File: src/hw/rtl/sfvs_pkg.sv
`timescale 1ns / 1ps
`default_nettype none
// ----------------------------------------------------------------------------
// sfvs_pkg
// shared types and constants for the stereo fade / volume / saturate unit
// ----------------------------------------------------------------------------
package sfvs_pkg;

	localparam int SAMPLE_W = 32;     // input sample width
	localparam int GAIN_W   = 24;     // master volume and gain width (unsigned 8.16)
	localparam int POS_W    = 32;     // sample position counter width
	localparam int FRAC_W   = 16;     // fraction bits of the fade factor
	localparam int CFG_IDX_W = 1;

	localparam logic [CFG_IDX_W-1:0] CFG_MASTER_VOLUME = 1'd0;
	localparam logic [CFG_IDX_W-1:0] CFG_FADE_LENGTH   = 1'd1;

	localparam logic [GAIN_W-1:0] MASTER_VOLUME_RST = 24'd65536;
	localparam logic [GAIN_W-1:0] FADE_LENGTH_RST   = 24'd176400;

	typedef enum logic [2:0] {
		ST_IDLE,
		ST_DIV,
		ST_SQUARE,
		ST_GAIN,
		ST_MUL,
		ST_SAT,
		ST_OUT
	} state_t;

	// lane stage enables
	typedef struct packed {
		logic mul_en;
		logic sat_en;
	} lane_ctl_t;

endpackage

`default_nettype wire

File: src/hw/rtl/sfvs_div.sv
`timescale 1ns / 1ps
`default_nettype none
// ----------------------------------------------------------------------------
// sfvs_div
// restoring divider, one quotient bit a cycle: (num << 16) / den, num < den
// ----------------------------------------------------------------------------
module sfvs_div
	import sfvs_pkg::*;
(
	input  wire logic              clk,
	input  wire logic              arst_n,
	input  wire logic              start,
	input  wire logic [GAIN_W-1:0] num,
	input  wire logic [GAIN_W-1:0] den,
	output logic                   done,
	output logic [FRAC_W-1:0]      quot
);

	localparam int CNT_W = $clog2(FRAC_W + 1);

	logic              busy_q;
	logic              done_q;
	logic [CNT_W-1:0]  cnt_q;
	logic [GAIN_W-1:0] rem_q;
	logic [GAIN_W-1:0] den_q;
	logic [FRAC_W-1:0] quot_q;

	logic [GAIN_W:0]   rem2;
	logic              take;

	assign rem2 = {rem_q, 1'b0};
	assign take = (rem2 >= {1'b0, den_q});

	always_ff @(posedge clk or negedge arst_n) begin
		if (!arst_n) begin
			busy_q <= 1'b0;
			done_q <= 1'b0;
			cnt_q  <= '0;
		end else begin
			done_q <= 1'b0;
			if (start) begin
				busy_q <= 1'b1;
				cnt_q  <= CNT_W'(FRAC_W);
			end else if (busy_q) begin
				cnt_q <= cnt_q - 1'b1;
				if (cnt_q == CNT_W'(1)) begin
					busy_q <= 1'b0;
					done_q <= 1'b1;
				end
			end
		end
	end

	always_ff @(posedge clk) begin
		if (start) begin
			rem_q  <= num;
			den_q  <= den;
			quot_q <= '0;
		end else if (busy_q) begin
			// remainder stays below the divisor, so the low bits suffice
			rem_q  <= take ? GAIN_W'(rem2 - {1'b0, den_q}) : rem2[GAIN_W-1:0];
			quot_q <= {quot_q[FRAC_W-2:0], take};
		end
	end

	assign done = done_q;
	assign quot = quot_q;

endmodule

`default_nettype wire

File: config.mk
export PLATFORM = sky130hd
export DESIGN_NAME = sfvs_div
export DESIGN_NICKNAME = d
export VERILOG_FILES = /design/src/hw/rtl/sfvs_pkg.sv /design/src/hw/rtl/sfvs_div.sv
export SDC_FILE = /design/constraint.sdc
export NUM_CORES = 1
export LEC_CHECK = 0
export BUFFER_PORTS_ARGS = -buffer_cell sky130_fd_sc_hd__buf_4
export CAP_MARGIN = 20
export CORE_MARGIN = 2
export CORE_UTILIZATION = 35
export DETAILED_ROUTE_END_ITERATION = 10
export HOLD_SLACK_MARGIN = 0.03
export SYNTH_ARGS = -nofsm -noshare
export SYNTH_HDL_FRONTEND = slang
export SYNTH_SLANG_ARGS = --single-unit
File: constraint.sdc
create_clock -name clk -period 3.51 [get_ports clk]
set_clock_uncertainty 0.15 [all_clocks]
set_input_delay 0.1755 -clock clk [delete_from_list [all_inputs] [get_ports clk]]
set_output_delay 0.1755 -clock clk [all_outputs]
set_load 0.05 [all_outputs]
After elaboration in Yosys (flattened, before gate mapping)
Cells that the tools add are included.
Word-level totals
  bits in registers: 71
  latch bits: 0
  memory bits (writable): 0
  memory bits (read-only): 0
  bits of input ports: 51
  output and inout port bits: 17
  logic and storage cells: 22
  memories kept: 0
Cells by class
  add/sub/neg operators: 2
  multipliers: 0
  div/mod/pow operators: 0
  $lt $le $gt $ge: 1
  equality and inequality tests: 1
  shift operators: 0
  mux-type cells: 11
  bitwise gates (word level): 0
  reduce and logical (&&, ||, !) cells: 1
Operators by type and width (count)
  two-way mux 24 bit: 3
  >= comparator 25 x 24 -> 1 bit: 1
  subtractor 24 bit: 1
  two-way mux 5 bit: 2
  two-way mux 1 bit: 6
  == test 5 x 1 -> 1 bit, second input constant: 1
  subtractor 5 x 1 -> 5 bit, second input constant: 1
  nonzero test 2 bit: 1

Logic depth before layout (Yosys ltp)
  word-level depth: 4
  mapped depth: 12
  mapped depth without buffers: 10

Worst setup path after synthesis
Ideal clock, no wire load.
  path kind: reg2reg
  start: reg rem_q[5]
  end: reg rem_q[11], data pin
  setup time: 0.269 ns
  arrival time: 2.229 ns
  data required time: 3.091 ns
  slack: 0.863 ns
  cell stages (with the launch flop): 10
  buffers on the path: 1
  period minus slack after synthesis: 2.647 ns
  cells stage by stage: edfxtp_1 > ha_1 > a2111o_1 > o21ai_2 > o31a_4 > o211ai_4 > or2_4 > buf_6 > nor3_1 > nor4_2
Between the ends
  longest elaborated chain between the ends: 4
  elaborated cells between the ends (all ways): 5
  classes of those cells: add/sub (1); order compare (1); mux (3)
RTL lines
  from (decl): RTL line sfvs_div.sv:24  | logic [GAIN_W-1:0] rem_q;
  from (signal assigned): RTL line sfvs_div.sv:56  | rem_q <= num;
  from (signal assigned): RTL line sfvs_div.sv:61  | rem_q <= take ? GAIN_W'(rem2 - {1'b0, den_q}) : rem2[GAIN_W-1:0];
  subtractor 24 bit or >= comparator 25 x 24 -> 1 bit (tied branches): RTL line sfvs_div.sv:61, sfvs_div.sv:32
  two-way mux 24 bit *: RTL line sfvs_div.sv:61
  two-way mux 24 bit *: RTL line sfvs_div.sv:59  | end else if (busy_q) begin
  two-way mux 24 bit *: RTL line sfvs_div.sv:55  | if (start) begin
Mark *: on every way between the ends. The rest lies on a longest branch, timed or not. The select of a mux whose other input is x is not followed.
A chain may end at the register's enable or synchronous reset.

Worst setup path in the final report
  start: reg den_q[1]
  end: reg rem_q[11], data pin
Between the ends
  longest elaborated chain between the ends: 4
  elaborated cells between the ends (all ways): 5
  classes of those cells: add/sub (1); order compare (1); mux (3)
RTL lines
  from (decl): RTL line sfvs_div.sv:25  | logic [GAIN_W-1:0] den_q;
  from (signal assigned): RTL line sfvs_div.sv:57  | den_q <= den;
  subtractor 24 bit or >= comparator 25 x 24 -> 1 bit (tied branches): RTL line sfvs_div.sv:61, sfvs_div.sv:32
  two-way mux 24 bit *: RTL line sfvs_div.sv:61
  two-way mux 24 bit *: RTL line sfvs_div.sv:59
  two-way mux 24 bit *: RTL line sfvs_div.sv:55
Marked as above.

==> summary.txt <==
STA
  – Headroom to the max-slew limit: 0.562
  – Worst slew pin tran: between 0.6 and 0.7 ns
  – Final-report setup violation count: 0
  – Count of endpoints failing hold in the final timing report: 0
  – Tmin final: 2.96 ns
  – Period Utilization, post-route: 0.845
  – Setup_tns: 0 ns
  – Fmax achieved: between 0.3 and 0.4 GHz
  – Setup repair after global routing missed its margin: no
  – Max Transition Viols Final: 0

Setup path
  – Source of the worst register-to-register timing path: den_q[1]
  – Critical path, cell by cell: inv_1 -> ha_1 -> nor2b_1 -> o31a_2 -> o21ai_2 -> o31a_4 -> o211ai_4 -> nor2_4 -> buf_4 -> nor4b_1 -> nor4_2
  – CP Buf/Inv Count: 2
  – Crit path max-delay cell type: sky130_fd_sc_hd__nor4b_1
  – Critical path launch point type: register
  – Maximum fanout count along the critical path: 16
  – CP top delay family: compound AO/OA/AOI/OAI gates
  – Origin of the worst setup path: den_q[1]
  – CP Data Arrival Time: between 2 and 3 ns
  – Kind of critical path: reg -> reg
  – Req. time, crit path: ~3.4 ns
  – Type of destination of the critical path: register
  – Longest individual stage delay on the worst path: 0.39 ns

Place
  – Gpl congestion: between 0.8 and 0.9
  – Port Buffer Count: 67
  – Area after DPL: 0.00487 mm2
  – Detail Placement HPWL: between 6 and 7 mm

Final layout
  – Number of fill cells in the layout: ~1.1k
  – Share of layout cells above drive strength 1: 0.202
  – Final std cell area, no fill: 0.00550 mm2
  – Area used by multi-input combinational logic: ~0.0021 mm2
  – Diode insertion count for antenna repair: 0
  – Sequential cell area: a little under 0.002 mm2
  – Fin nets: 604
  – Area growth syn-to-layout: 29.6%

CTS
  – CTS max path bufs: 2
  – Clock latency on the worst-skew pair: ~0.35 ns
  – Post-cts repair resize count: 0
  – Root buffer cell: sky130_fd_sc_hd__clkbuf_16
  – Max H-tree Level: 3
  – Clock tree from TritonCTS: done
  – Number of post-CTS setup repair buffers: 0
  – Number of buffers inserted by hold repair at cts: 37
  – Post-CTS clock slew at the launch and capture registers of the worst setup and hold paths: around 0.050 ns
  – Total CTS buffers: 9
  – Number of clock sinks seen by CTS: slightly above 70

Synth
  – Synth area leader: sky130_fd_sc_hd__edfxtp_1
  – Nets in the synthesized netlist: roughly 500
  – Distinct cells, synth: 63
  – Post-synthesis instance total: approximately 420
  – Async set-reset flop share out of synthesis: 0.0986
  – Number of register bits inferred by synthesis: between 70 and 80
  – Mapped Area: approximately 0.0042 mm2
  – Proportion of synthesized chip area in sequential cells: 0.456
  – Leading post-synthesis cells by cell area: sky130_fd_sc_hd__edfxtp_1 34%, sky130_fd_sc_hd__ha_1 7.7%, sky130_fd_sc_hd__dfxtp_1 7.5%, sky130_fd_sc_hd__nor2_1 4.5%, sky130_fd_sc_hd__mux2i_1 4.2%
  – Primary FF master, synth: sky130_fd_sc_hd__edfxtp_1
  – Number of flops mapped to enable cells by yosys: 48
  – Count of warnings emitted by yosys: 0
  – Average cell area after synthesis: between 10 and 15 um2
  – Area fraction of the dominant cell type after synthesis: 0.340

Floorplanning
  – Floorplan Core Area: between 0.01 and 0.015 mm2
  – Die Area: roughly 0.013 mm2
  – Initial core utilization: 0.356
  – Top Ports: roughly 70
  – Die W: roughly 110 um
  – Die Ht: 114 um
  – # rows: 40

Global routing
  – Overall fraction of global-route tracks in use: 0.159
  – Congestion Overflow GR: 0
  – Global-route wire length before repair: around 16 mm
  – Initial antenna violation count: 0
  – Largest net degree at the start of global routing: 46
  – Vias in the first global route: 3497

Route
  – Routed vias/inst: 5.08
  – Number of DRC markers in iteration 0: ~160
  – DRC violation count after routing: 0
  – Number of nets still failing antenna checks after routing: 0
  – Number of detailed-route iterations in the first pass: 4
  – Routed length per instance: about 14 um
  – Final wirelength: roughly 9.8 mm
  – Via Count: roughly 3.4k

Flow run
  – Max capacitance violation total: 0

Run status
  – Status: finished clean

Power and ir drop
  – Power density of the placed cells: about 730 mW/mm2
  – Maximum resistive drop on vdd: 298 uV
  – Lkg Pwr: 0.00244 uW

Min path
  – Class of the tightest hold or removal check: in -> reg
  – Beginning of the worst hold path: num[5]
[final cells by class]
type | count | area share
Multi-Input combinational cell | 302 | 0.379
Timing Repair Buffer | 108 | 0.164
Clock buffer | 11 | 0.0423
Inverter | 34 | 0.0232
Tap cell | 147 | 0.0334
Sequential cell | 71 | 0.352
Clock inverter | 5 | 0.00546
[Yosys cell counts, drive strengths merged (2+ instances only)]
cell / instances
nor4b: 12
o2bb2ai: 2
a31oi: 14
a2111o: 2
o221ai: 2
nand2: 40
inv: 34
o21ai: 17
nor4: 5
nand4: 5
dfxtp: 16
dfrtp: 7
xor2: 7
a211oi: 3
o21bai: 2
and3: 3
o21a: 3
a2bb2oi: 2
clkbuf: 8
a21o: 6
ha: 26
nand3: 8
o211ai: 4
nor3b: 3
xnor2: 8
nor2b: 5
nor3: 8
buf: 9
or3: 2
edfxtp: 48
and2: 2
a21oi: 21
o31a: 3
or2: 3
nor2: 52
mux2i: 18
nand2b: 3
[per-stage QoR]
step | power [uW] | hold slack (ns) | worst slack, ns | instances | utilization
after global routing | 4350 | 0.0533 | 0.292 | 678 | 0.462
after global placement | 3120 | -0.160 | 0.622 | 625 | 0.409
after floorplan | 2770 | -0.270 | 0.863 | 424 | -
after detailed placement | 3160 | -0.158 | 0.570 | 625 | 0.409
after CTS | 4050 | 0.0321 | 0.563 | 678 | 0.462
final | 4020 | 0.0407 | 0.545 | 678 | 0.462
[report_power, final]
group          internal, uW  switching, uW
Combinational           840           1100
Clock                   478            354
Sequential             1140            113
[layout by cell type (no fill, tap or decap), types with 3 or more instances in the layout]
cell type	count
sky130_fd_sc_hd__nor3_1	8
sky130_fd_sc_hd__o21ai_0	15
sky130_fd_sc_hd__ha_1	26
sky130_fd_sc_hd__a21o_1	6
sky130_fd_sc_hd__edfxtp_1	48
sky130_fd_sc_hd__dfxtp_1	16
sky130_fd_sc_hd__inv_1	33
sky130_fd_sc_hd__a21oi_1	21
sky130_fd_sc_hd__nor2b_1	5
sky130_fd_sc_hd__nor4b_2	3
sky130_fd_sc_hd__xor2_1	7
sky130_fd_sc_hd__o21a_1	3
sky130_fd_sc_hd__nand3_1	8
sky130_fd_sc_hd__xnor2_1	8
sky130_fd_sc_hd__mux2i_1	18
sky130_fd_sc_hd__and3_1	3
sky130_fd_sc_hd__nand2b_1	3
sky130_fd_sc_hd__nand4_1	5
sky130_fd_sc_hd__nor4b_1	9
sky130_fd_sc_hd__nor4_2	3
sky130_fd_sc_hd__inv_4	4
sky130_fd_sc_hd__dfrtp_1	7
sky130_fd_sc_hd__buf_4	71
sky130_fd_sc_hd__clkbuf_16	9
sky130_fd_sc_hd__a31oi_1	14
sky130_fd_sc_hd__dlygate4sd3_1	37
sky130_fd_sc_hd__nor2_1	51
sky130_fd_sc_hd__a211oi_1	3
sky130_fd_sc_hd__nand2_1	40
[worst paths after layout]
check	endpoint	slack (ns)	depth (start not counted)
worst min register to register	cnt_q[4]	0.37	2
min in group asynchronous	done	0.63	3
worst max-delay path	rem_q[11]	0.55	11
max in group asynchronous	cnt_q[4]	2.34	3
worst min-delay path	rem_q[5]	0.04	3
worst max register to register	rem_q[11]	0.55	11
[worst reg2reg max path: stages, from the launching register on]
cell                       delay, ns
sky130_fd_sc_hd__edfxtp_1       0.37
sky130_fd_sc_hd__inv_1          0.06
sky130_fd_sc_hd__ha_1           0.29
sky130_fd_sc_hd__nor2b_1        0.19
sky130_fd_sc_hd__o31a_2         0.19
sky130_fd_sc_hd__o21ai_2        0.10
sky130_fd_sc_hd__o31a_4         0.33
sky130_fd_sc_hd__o211ai_4       0.26
sky130_fd_sc_hd__nor2_4         0.06
sky130_fd_sc_hd__buf_4          0.21
sky130_fd_sc_hd__nor4b_1        0.39
sky130_fd_sc_hd__nor4_2         0.09
[routing by layer]
metal  vias up  part of all wire  global-route usage
li1       1738                 -                   -
met5         -                 0                   0
met3        15             0.061              0.0519
met1      1614              0.47               0.205
met4         0             0.016              0.0545
met2        79              0.46               0.250
[kinds of logic after synthesis]
logic type / count (synthesis) / share of synthesized area
flip-flops: 71 / 0.456
XOR/XNOR: 15 / 0.0310
AO/OA/AOI/OAI: 88 / 0.146
buffers and inverters: 51 / 0.0522
adder cells (fa/ha/maj): 27 / 0.0814
multiplexers: 19 / 0.0451
AND/OR/NAND/NOR: 153 / 0.188
[flip-flops by register name, summed over array words and instances (netlist names)]
register and cells:
busy_q 1, cnt_q 5, den_q 24, done 1, quot 16, rem_q 24
Note: power is estimated with default switching activity, not from simulation.
